===== src/rtl/core/mr_pkg.sv =====
`timescale 1ns / 1ps

package mr_pkg;

  // item field widths on the stream ports
  localparam int CAND_W      = 64;
  localparam int BASE_W      = 64;
  localparam int IN_TDATA_W  = CAND_W + BASE_W;
  localparam int OUT_TDATA_W = 8;

  // status of the shared modular multiplier
  typedef struct packed {
    logic busy;
    logic done;
  } mm_stat_t;

endpackage


===== src/rtl/core/mr_mulmod.sv =====
`timescale 1ns / 1ps

module mr_mulmod #(
  parameter int W = 64
) (
  input  logic             clk,
  input  logic             rst_n,
  input  logic             start,
  input  logic [W-1:0]     x,
  input  logic [W-1:0]     y,
  input  logic [W-1:0]     m,
  output mr_pkg::mm_stat_t stat,
  output logic [W-1:0]     result
);

  localparam int IW = $clog2(W);

  logic [W-1:0]  x_r, y_r, m_r, acc_r;
  logic [W-1:0]  x_nxt, y_nxt, m_nxt, acc_nxt;
  logic [IW-1:0] idx_r, idx_nxt;
  logic          ph_r, ph_nxt;
  logic          run_r, run_nxt;
  logic          done_r, done_nxt;

  // one modular add: (p + q) mod m for p, q < m
  logic [W-1:0] add_q, gap, sum;
  assign add_q = ph_r ? x_r : acc_r;
  assign gap   = m_r - add_q;
  assign sum   = (acc_r >= gap) ? (acc_r - gap) : (acc_r + add_q);

  // double-then-add over the multiplier bits, msb first
  always_comb begin
    x_nxt    = x_r;
    y_nxt    = y_r;
    m_nxt    = m_r;
    acc_nxt  = acc_r;
    idx_nxt  = idx_r;
    ph_nxt   = ph_r;
    run_nxt  = run_r;
    done_nxt = 1'b0;
    if (start) begin
      x_nxt   = x;
      y_nxt   = y;
      m_nxt   = m;
      acc_nxt = '0;
      idx_nxt = IW'(W - 1);
      ph_nxt  = 1'b0;
      run_nxt = 1'b1;
    end else if (run_r) begin
      acc_nxt = sum;
      if (!ph_r && y_r[idx_r]) begin
        ph_nxt = 1'b1;
      end else begin
        ph_nxt = 1'b0;
        if (idx_r == '0) begin
          run_nxt  = 1'b0;
          done_nxt = 1'b1;
        end else begin
          idx_nxt = idx_r - 1'b1;
        end
      end
    end
  end

  always_ff @(posedge clk) begin
    if (!rst_n) begin
      run_r  <= 1'b0;
      done_r <= 1'b0;
      ph_r   <= 1'b0;
    end else begin
      run_r  <= run_nxt;
      done_r <= done_nxt;
      ph_r   <= ph_nxt;
    end
    x_r   <= x_nxt;
    y_r   <= y_nxt;
    m_r   <= m_nxt;
    acc_r <= acc_nxt;
    idx_r <= idx_nxt;
  end

  assign stat.busy = run_r;
  assign stat.done = done_r;
  assign result    = acc_r;

endmodule


===== src/rtl/core/miller_rabin_round.sv =====
`timescale 1ns / 1ps
// One Miller-Rabin round on candidate n with witness base a.
// Input channel in_*: one item carries n and a; the block answers with one
// result item on out_*: bit 0 of out_tdata is 1 when n passes the round.
// Only the low NUM_WIDTH bits of each input field are used.
// Small and even candidates are decided at once.
// Other candidates go through one shared serial modular multiplier: one
// product takes, per multiplier bit, one double and, for each set bit, one
// add, one step per cycle. A round first strips the power of two out of
// n-1, then spends one product to reduce a mod n, up to about 2W products
// for a^d mod n and up to W-2 squarings after; the multiplier's bit-serial
// loop sets the length of a round.
// in_tready is high only while no item is in work: one item at a time.
// The result waits in an output register; if the receiver stalls, the
// next item is still taken and held at its end until the register frees.
// Reset (rst_n low, synchronous) returns the sequencer to idle and drops
// out_tvalid.
module miller_rabin_round #(
  parameter int NUM_WIDTH = 64
) (
  input  logic                           clk,
  input  logic                           rst_n,
  input  logic                           in_tvalid,
  output logic                           in_tready,
  // [63:0] candidate, [127:64] witness_base
  input  logic [mr_pkg::IN_TDATA_W-1:0]  in_tdata,
  output logic                           out_tvalid,
  input  logic                           out_tready,
  // [0] probably_prime, [7:1] zero
  output logic [mr_pkg::OUT_TDATA_W-1:0] out_tdata
);

  localparam int NW = NUM_WIDTH;
  localparam int SW = $clog2(NUM_WIDTH);

  localparam logic [3:0] ST_IDLE    = 4'd0;
  localparam logic [3:0] ST_STRIP   = 4'd1;
  localparam logic [3:0] ST_RED     = 4'd2;
  localparam logic [3:0] ST_POW_CHK = 4'd3;
  localparam logic [3:0] ST_POW_MUL = 4'd4;
  localparam logic [3:0] ST_POW_SQ  = 4'd5;
  localparam logic [3:0] ST_CHK1    = 4'd6;
  localparam logic [3:0] ST_SQ_LOOP = 4'd7;
  localparam logic [3:0] ST_SQ_CHK  = 4'd8;
  localparam logic [3:0] ST_FIN     = 4'd9;

  logic [3:0]    state_r, state_nxt;
  logic [NW-1:0] n_r, n_nxt;
  logic [NW-1:0] a_r, a_nxt;
  logic [NW-1:0] d_r, d_nxt;
  logic [NW-1:0] acc_r, acc_nxt;
  logic [NW-1:0] base_r, base_nxt;
  logic [SW-1:0] s_r, s_nxt;
  logic [SW-1:0] cnt_r, cnt_nxt;
  logic          res_r, res_nxt;
  logic          out_valid_r, out_valid_nxt;
  logic          out_bit_r, out_bit_nxt;

  logic              mm_start;
  logic [NW-1:0]     mm_x, mm_y, mm_res;
  mr_pkg::mm_stat_t  mm_st;

  logic [NW-1:0] in_n, in_a, nm1;
  logic          in_acc;

  assign in_n   = in_tdata[NW-1:0];
  assign in_a   = in_tdata[mr_pkg::CAND_W +: NW];
  assign nm1    = {n_r[NW-1:1], 1'b0};
  assign in_acc = in_tvalid && in_tready;

  // shared modular multiplier, modulus is always n
  mr_mulmod #(
    .W (NW)
  ) u_mulmod (
    .clk    (clk),
    .rst_n  (rst_n),
    .start  (mm_start),
    .x      (mm_x),
    .y      (mm_y),
    .m      (n_r),
    .stat   (mm_st),
    .result (mm_res)
  );

  // round sequencer
  always_comb begin
    state_nxt = state_r;
    n_nxt     = n_r;
    a_nxt     = a_r;
    d_nxt     = d_r;
    acc_nxt   = acc_r;
    base_nxt  = base_r;
    s_nxt     = s_r;
    cnt_nxt   = cnt_r;
    res_nxt   = res_r;
    mm_start  = 1'b0;
    mm_x      = acc_r;
    mm_y      = base_r;
    case (state_r)
      ST_IDLE: begin
        if (in_acc) begin
          n_nxt = in_n;
          a_nxt = in_a;
          d_nxt = {in_n[NW-1:1], 1'b0};
          s_nxt = '0;
          if (in_n <= NW'(1) || in_n == NW'(4)) begin
            res_nxt   = 1'b0;
            state_nxt = ST_FIN;
          end else if (in_n <= NW'(3)) begin
            res_nxt   = 1'b1;
            state_nxt = ST_FIN;
          end else if (!in_n[0]) begin
            res_nxt   = 1'b0;
            state_nxt = ST_FIN;
          end else begin
            state_nxt = ST_STRIP;
          end
        end
      end
      // pull factors of two out of n-1
      ST_STRIP: begin
        if (!d_r[0]) begin
          d_nxt = d_r >> 1;
          s_nxt = s_r + 1'b1;
        end else begin
          cnt_nxt   = s_r - 1'b1;
          mm_start  = 1'b1;
          mm_x      = NW'(1);
          mm_y      = a_r;
          state_nxt = ST_RED;
        end
      end
      // a mod n as 1 * a mod n
      ST_RED: begin
        if (mm_st.done) begin
          if (mm_res == '0) begin
            res_nxt   = 1'b1;
            state_nxt = ST_FIN;
          end else begin
            base_nxt  = mm_res;
            acc_nxt   = NW'(1);
            state_nxt = ST_POW_CHK;
          end
        end
      end
      // square-and-multiply over the bits of d, lsb first
      ST_POW_CHK: begin
        if (d_r == '0) begin
          state_nxt = ST_CHK1;
        end else if (d_r[0]) begin
          mm_start  = 1'b1;
          state_nxt = ST_POW_MUL;
        end else begin
          mm_start  = 1'b1;
          mm_x      = base_r;
          state_nxt = ST_POW_SQ;
        end
      end
      ST_POW_MUL: begin
        if (mm_st.done) begin
          acc_nxt = mm_res;
          if (d_r[NW-1:1] == '0) begin
            d_nxt     = '0;
            state_nxt = ST_POW_CHK;
          end else begin
            mm_start  = 1'b1;
            mm_x      = base_r;
            state_nxt = ST_POW_SQ;
          end
        end
      end
      ST_POW_SQ: begin
        if (mm_st.done) begin
          base_nxt  = mm_res;
          d_nxt     = d_r >> 1;
          state_nxt = ST_POW_CHK;
        end
      end
      // first look at x = a^d
      ST_CHK1: begin
        if (acc_r == NW'(1) || acc_r == nm1) begin
          res_nxt   = 1'b1;
          state_nxt = ST_FIN;
        end else if (cnt_r == '0) begin
          res_nxt   = 1'b0;
          state_nxt = ST_FIN;
        end else begin
          mm_start  = 1'b1;
          mm_y      = acc_r;
          state_nxt = ST_SQ_LOOP;
        end
      end
      // repeated squaring, watching for n-1 or 1
      ST_SQ_LOOP: begin
        if (mm_st.done) begin
          acc_nxt   = mm_res;
          cnt_nxt   = cnt_r - 1'b1;
          state_nxt = ST_SQ_CHK;
        end
      end
      ST_SQ_CHK: begin
        if (acc_r == nm1) begin
          res_nxt   = 1'b1;
          state_nxt = ST_FIN;
        end else if (acc_r == NW'(1) || cnt_r == '0) begin
          res_nxt   = 1'b0;
          state_nxt = ST_FIN;
        end else begin
          mm_start  = 1'b1;
          mm_y      = acc_r;
          state_nxt = ST_SQ_LOOP;
        end
      end
      ST_FIN: begin
        if (!out_valid_r || out_tready) begin
          state_nxt = ST_IDLE;
        end
      end
      default: begin
        state_nxt = ST_IDLE;
      end
    endcase
  end

  // output register
  always_comb begin
    out_valid_nxt = out_valid_r;
    out_bit_nxt   = out_bit_r;
    if (out_valid_r && out_tready) begin
      out_valid_nxt = 1'b0;
    end
    if (state_r == ST_FIN && (!out_valid_r || out_tready)) begin
      out_valid_nxt = 1'b1;
      out_bit_nxt   = res_r;
    end
  end

  always_ff @(posedge clk) begin
    if (!rst_n) begin
      state_r     <= ST_IDLE;
      out_valid_r <= 1'b0;
    end else begin
      state_r     <= state_nxt;
      out_valid_r <= out_valid_nxt;
    end
    n_r       <= n_nxt;
    a_r       <= a_nxt;
    d_r       <= d_nxt;
    acc_r     <= acc_nxt;
    base_r    <= base_nxt;
    s_r       <= s_nxt;
    cnt_r     <= cnt_nxt;
    res_r     <= res_nxt;
    out_bit_r <= out_bit_nxt;
  end

  assign in_tready  = (state_r == ST_IDLE);
  assign out_tvalid = out_valid_r;
  assign out_tdata  = {(mr_pkg::OUT_TDATA_W - 1)'(0), out_bit_r};

  // multiplier is never restarted while it works
  a_mm_start_idle: assert property (@(posedge clk) disable iff (!rst_n)
    mm_start |-> !mm_st.busy)
    else $error("multiplier started while busy");

  // a finished product is only seen in a state that waits for one
  a_mm_done_wait: assert property (@(posedge clk) disable iff (!rst_n)
    mm_st.done |-> (state_r == ST_RED || state_r == ST_POW_MUL ||
                    state_r == ST_POW_SQ || state_r == ST_SQ_LOOP))
    else $error("product finished outside a wait state");

  // an accepted item closes the input until its round ends
  a_busy_after_accept: assert property (@(posedge clk) disable iff (!rst_n)
    in_acc |=> !in_tready)
    else $error("input open right after an item");

  // a new result only comes from the final state
  a_result_from_fin: assert property (@(posedge clk) disable iff (!rst_n)
    $rose(out_valid_r) |-> $past(state_r == ST_FIN))
    else $error("result raised outside the final state");

endmodule


===== config.mk =====
export PLATFORM = sky130hd
export DESIGN_NAME = miller_rabin_round
export DESIGN_NICKNAME = d
export VERILOG_FILES = /design/src/rtl/core/mr_pkg.sv /design/src/rtl/core/mr_mulmod.sv /design/src/rtl/core/miller_rabin_round.sv
export SDC_FILE = /design/constraint.sdc
export NUM_CORES = 1
export LEC_CHECK = 0
export BUFFER_PORTS_ARGS = -buffer_cell sky130_fd_sc_hd__clkbuf_2
export CORE_ASPECT_RATIO = 2
export CORE_MARGIN = 8
export CORE_UTILIZATION = 60
export DETAILED_ROUTE_END_ITERATION = 16
export PLACE_DENSITY = 0.79
export SLEW_MARGIN = 30
export SYNTH_ARGS = -nofsm -noshare
export SYNTH_HDL_FRONTEND = slang
export SYNTH_SLANG_ARGS = --single-unit

===== constraint.sdc =====
create_clock -name clk -period 9.85 [get_ports clk]
set_input_delay 0.985 -clock clk [delete_from_list [all_inputs] [get_ports clk]]
set_output_delay 0.985 -clock clk [all_outputs]
set_load 0.1 [all_outputs]

-- Word level (Yosys, flattened, before mapping)
Cells that the tools add are included.
- register bits after elaboration: 604
- add/sub/neg operators: 7
- order comparisons: 4
- eq/ne operators: 27
- multiplexer cells: 82
- bitwise logic cells: 4
- reduce and logical (&&, ||, !) cells: 36
- operator list (operator ; count):
    $mux W64 ; 22
    $pmux W64 S3 ; 2
    $pmux W64 S2 ; 2
    $pmux W64 S4 ; 1
    $logic_not A64 Y1 ; 2
    $sub A64 B64 Y64 ; 2
    $add A64 B64 Y64 ; 1
    $eq A64 B1 Y1 const B ; 1
    $eq A64 B3 Y1 const B ; 1
    $eq A64 B64 Y1 ; 1
    $ge A64 B64 Y1 ; 1
    $le A64 B1 Y1 const B ; 1
    $le A64 B2 Y1 const B ; 1
    $logic_not A63 Y1 ; 1
    $mux W4 ; 15
    $pmux W4 S10 ; 1
    $mux W1 ; 28
    $mux W6 ; 4
    $pmux W6 S2 ; 2
    $sub A6 B1 Y6 const B ; 3
    $eq A4 B3 Y1 const B ; 4
    $ne A2 B1 Y1 const B ; 7
    $reduce_and A7 Y1 ; 2
    $logic_not A6 Y1 ; 2
    other kinds (27) ; 53

-- Logic depth before layout (Yosys ltp)
- word-level depth: 6
- gate-level depth with buffers: 33
- mapped depth without buffers: 28

-- Hierarchy
From an unflattened synthesis, not the netlist that was laid out.
- cell total of the unflattened synthesis: 3528
- area total of the unflattened synthesis: 37111.8 µm²
- modules (own cells, without submodules) (module ; times used ; cells each ; area each (µm²) ; seq. area each (µm²)):
    mr_mulmod ; 1 ; 2465 ; 21848.5 ; 7226.9
    miller_rabin_round ; 1 ; 1063 ; 15263.4 ; 10129.7

-- Worst setup path before layout
Ideal clock, no wire load.
- kind: register to register
- start point: reg acc_r[60]
- end point: reg u_mulmod.m_r[0] (enable)
- data arrival time: 6943 ps
- required time: 9218 ps
- setup slack: 2276 ps
- stages on the path, launching flop included: 13
- buffers on the path: 2
- path through: edfxtp_1 -> nand2b_1 -> o2111ai_1 -> a2111oi_0 -> nand4_1 -> nor4_2 -> nand2b_1 -> inv_1 -> and2_1 -> buf_6 -> nor2_8 -> inv_2 -> clkbuf_1
- cells in the longest elaborated chain, start to end: 5
- elaborated cells on any way between the ends: 8
- classes of those cells: 2 x eq/ne; 4 x mux; 2 x reduce/logical
- ends and longest elaborated chain (item ; RTL line ; source):
    from (decl) ; miller_rabin_round.sv:51 ; logic [NW-1:0] acc_r, acc_nxt;
    from (signal assigned) ; miller_rabin_round.sv:249 ; acc_r <= acc_nxt;
    $eq A64 B1 Y1 ; miller_rabin_round.sv:181, miller_rabin_round.sv:205 ;
    $logic_or A1 B1 Y1 ; miller_rabin_round.sv:205 ; end else if (acc_r == NW'(1) || cnt_r == '0) begin
    $mux W1 ; miller_rabin_round.sv:205 ;
    $mux W1 ; miller_rabin_round.sv:202 ; if (acc_r == nm1) begin
    $pmux W1 S5 (*) ; miller_rabin_round.sv:99 ; case (state_r)
    via mm_start ; miller_rabin_round.sv:59 ; logic mm_start;
    to (signal assigned) ; mr_mulmod.sv:77 ; m_r <= m_nxt;
    to (decl) ; mr_mulmod.sv:18 ; logic [W-1:0] x_r, y_r, m_r, acc_r;
The timed path passes the listed nets; every way through them passes the cells marked *.
A chain may end at the register's enable or synchronous reset.

-- Worst setup path in the final report
- start point: reg u_mulmod.ph_r
- end point: reg u_mulmod.acc_r[17] (netlist: u_mulmod.result[17])
- cells in the longest elaborated chain, start to end: 4
- elaborated cells on any way between the ends: 6
- classes of those cells: 3 x add/sub; 1 x order compare; 2 x mux
- ends and longest elaborated chain (item ; RTL line ; source):
    from (decl) ; mr_mulmod.sv:21 ; logic ph_r, ph_nxt;
    from (signal assigned) ; mr_mulmod.sv:73 ; ph_r <= ph_nxt;
    $mux W64 (*) ; mr_mulmod.sv:27 ; assign add_q = ph_r ? x_r : acc_r;
    $sub A64 B64 Y64 ; mr_mulmod.sv:28 ; assign gap = m_r - add_q;
    $sub A64 B64 Y64 / $ge A64 B64 Y1 (equally long branches) ; mr_mulmod.sv:29 ; assign sum = (acc_r >= gap) ? (acc_r - gap) : (acc_r + add_q);
    $mux W64 (*) ; mr_mulmod.sv:29 ;
    to (signal assigned) ; mr_mulmod.sv:78 ; acc_r <= acc_nxt;
    to (decl) ; mr_mulmod.sv:18 ;
Every way passes the cells marked *; elsewhere a longest branch is shown, timed or not.

==> summary.txt <==
Status
  – Outcome: complete, no violations

Worst setup path
  – Worst R2R End: u_mulmod.result[17]$_SDFFE_PP0P_
  – R2R setup slack: 1520 ps
  – CP endpoint kind: flop
  – Crit path arrival time: 8780 ps
  – CP Class: flop to flop
  – Worst EP required: 10,300 ps
  – Critical path fanouts, max: 75
  – Worst reg2reg path depth: 25
  – Worst Setup Start Kind: flop
  – Reg2reg start: u_mulmod.ph_r$_SDFFE_PP0P_

Detailed routing
  – Routed WL: 121,200 microns
  – Post-route ant nets: 0
  – First-pass DRT Iterations: 12
  – Drt initial violations: 3,371
  – Via count: 29,820
  – Drt wl/cell: 27.95 microns
  – DRC viols: 0
  – Via-per-instance ratio: 6.876

Timing
  – Setup-violating endpoint count in the final report: 0
  – Setup TNS: 0 ps
  – Final period utilization: 84.53%
  – Max_slew headroom: 25.35%
  – Tmin final: 8326 ps
  – Clock Skew: 36.00 ps
  – RSZ-0062 raised after global routing: no
  – Pins Over Slew Limit: 0
  – Max Clock Freq: 120.1 MHz
  – Final hold violations: 0
  – Worst slew pin tran: 1109 ps

Synthesis
  – Yosys warns: 0
  – Asr flop ratio synth: 0%
  – Number of synthesized flops with an enable pin: 526
  – Area leader, netlist: edfxtp_1
  – Count leader, synth: edfxtp_1
  – Top cell type's share of synthesized area: 43.48%
  – Largest cells by area after synthesis: edfxtp_1 43%, ha_1 6.7%, dfxtp_1 4.3%
  – Synth cell count leaders: 526 x edfxtp_1, 288 x a21oi_1, 255 x nor2_1
  – Predominant post-synthesis flop cell: edfxtp_1
  – Synthesized area: 36,330 sq um
  – Syn_area_per_cell: 10.44 sq um
  – Seq/Total Area, Yosys: 47.78%
  – Post-Synthesis Cells: 3,478
  – #FFs+latches synth: 604
  – Synth unique cells: 96

Clock tree
  – Clock Sinks: 604
  – CTS Hold Bufs: 0
  – CTS tree: built
  – Root buf cell: clkbuf_16
  – Cts repair resizes: 0
  – CTS clk-pin slew, worst paths: 70 ps
  – Post-CTS Setup Inserts: 0
  – Clk_lat worst skew: 630 ps
  – Clock tree buffer depth: 3
  – TritonCTS Buffers: 51
  – H-Tree Level Count: 2

Floorplan
  – Starting density of the core: 60.64%
  – Std cell rows: 127
  – DIE AREA: 69,150 sq um
  – I/O pin count: 142
  – Die span in y: 364.0 microns
  – Die width: 190.0 microns
  – Core box area: 59,910 sq um

Finish
  – Area delta synth->final: 8.311%
  – Fill count: 4,675
  – Layout cell share with drive strength beyond 1: 8.813%
  – Antenna diode count: 0
  – Nets: 3,852

Place
  – DP Wirelength: 92,620 microns
  – GP Congestion: 1.046
  – IO Port Bufs: 134

Flow run
  – Maxcap violations: 0

GRT
  – First-pass GRT wire length: 178,800 microns
  – Initial antenna violation count: 0
  – Largest net degree at the start of global routing: 83
  – Total track usage: 34.26%
  – GRT Residual Overflow: 0
  – Vias in the first global route: 29,170

Hold path
  – Hold WC Path Type: flop to flop
  – Hold Path End: u_mulmod.m_r[0]$_DFFE_PP_
  – Hold Path Cell Cnt: 0
  – Hold Startpoint: n_r[0]$_DFFE_PP_
-- worst max path at each step --
| stage | from | endpoint | slack, ps |
|---|---|---|---|
| finish | u_mulmod.ph_r$_SDFFE_PP0P_ | u_mulmod.result[17]$_SDFFE_PP0P_ | 1520 |
| floorplan | acc_r[60]$_SDFFCE_PP0P_ | u_mulmod.m_r[0]$_DFFE_PP_ | 2280 |
| detailed placement | u_mulmod.ph_r$_SDFFE_PP0P_ | u_mulmod.result[19]$_SDFFE_PP0P_ | 1780 |
| global placement | u_mulmod.ph_r$_SDFFE_PP0P_ | u_mulmod.result[17]$_SDFFE_PP0P_ | 1910 |
| global route | u_mulmod.ph_r$_SDFFE_PP0P_ | u_mulmod.result[17]$_SDFFE_PP0P_ | 1160 |
| CTS | u_mulmod.ph_r$_SDFFE_PP0P_ | u_mulmod.result[19]$_SDFFE_PP0P_ | 1720 |
-- registers in the layout, indices dropped and copies added, names as in the netlist --
signal and cells:
a_r 64, acc_r 64, base_r 64, d_r 64, n_r 64, u_mulmod.m_r 64
u_mulmod.result 64, u_mulmod.x_r 64, u_mulmod.y_r 64, cnt_r 6, s_r 6, u_mulmod.idx_r 6
state_r 4, out_bit_r 1, out_tvalid 1, res_r 1, u_mulmod.done_r 1, u_mulmod.ph_r 1
u_mulmod.run_r 1
-- cells by family (layout without fill, tap and decap cells) --
family,after synthesis,in the layout,synth area share [%]
simple gates,917,917,12.47
mux,105,105,3.685
xor+xnor,223,223,5.377
fa+ha+maj,197,197,6.847
buf+inv,361,440,3.961
other cells,1,7,0.01032
compound gates,1070,1070,19.87
flops,604,604,47.78
-- layer usage --
metal  GRT usage (%)  share of wire, %  vias up
li1                -                 -    13300
met1           39.32                35    14290
met2           57.88                48     1811
met3           4.565               8.3      422
met4           25.23               8.7        0
met5               0                 0        -
-- worst max-delay path, stage by stage (launching register included) --
cell and delay (ps):
dfxtp_4 740, buf_4 570, mux2i_1 380, ha_1 370
a21o_1 190, a21o_1 180, a221oi_1 660, nor3_1 130
nand4b_1 140, o31ai_1 150, a41o_1 360, or4_1 410
a31oi_1 270, xor2_1 150, ha_1 280, a21o_1 200
a21o_1 190, a221oi_1 340, o21ai_0 130, a221o_1 360
a221o_1 400, a31oi_4 700, buf_12 350, o21ai_0 150
a21oi_1 150, nor3_1 60
-- placed cells by master, fill, tap and decap left out, types with 63 or more instances in the layout --
| cell | count |
|---|---|
| mux2i_1 | 82 |
| clkbuf_2 | 134 |
| nor4_1 | 69 |
| nor2_1 | 255 |
| xnor2_1 | 138 |
| xor2_1 | 85 |
| and2_1 | 78 |
| a22o_1 | 129 |
| inv_1 | 186 |
| dfxtp_1 | 75 |
| a21o_1 | 100 |
| edfxtp_1 | 526 |
| o21ai_0 | 169 |
| nand4_1 | 63 |
| a21oi_1 | 287 |
| nand2_1 | 205 |
| ha_1 | 194 |
-- final cells by class --
| class | count | area, sq um | area share, % |
|---|---|---|---|
| timing repair buffer | 160 | 882.1 | 2.242 |
| inverter | 187 | 709.4 | 1.803 |
| clock inverter | 38 | 466.7 | 1.186 |
| tap | 774 | 968.4 | 2.461 |
| clock buffer | 55 | 1291 | 3.282 |
| sequential | 604 | 17370 | 44.14 |
| multi-input combinational | 2519 | 17660 | 44.89 |
-- metrics by stage --
stage,utilization [%],setup WS (ps),instances,cell area (sq um),hold WS [ps]
2_1_floorplan,-,2276,3484,36350,400.3
3_3_place_gp,62.70,1913,4244,37560,404.2
3_5_place_dp,62.73,1778,4244,37580,407.5
4_1_cts,65.66,1724,4337,39340,426.1
5_1_grt,65.68,1162,4337,39350,447.3
6_report,65.68,1524,4337,39350,422.9
Power is left out: the tool's default activity adds up to more than one toggle a clock period on the data nets, which glitch-free logic cannot reach.
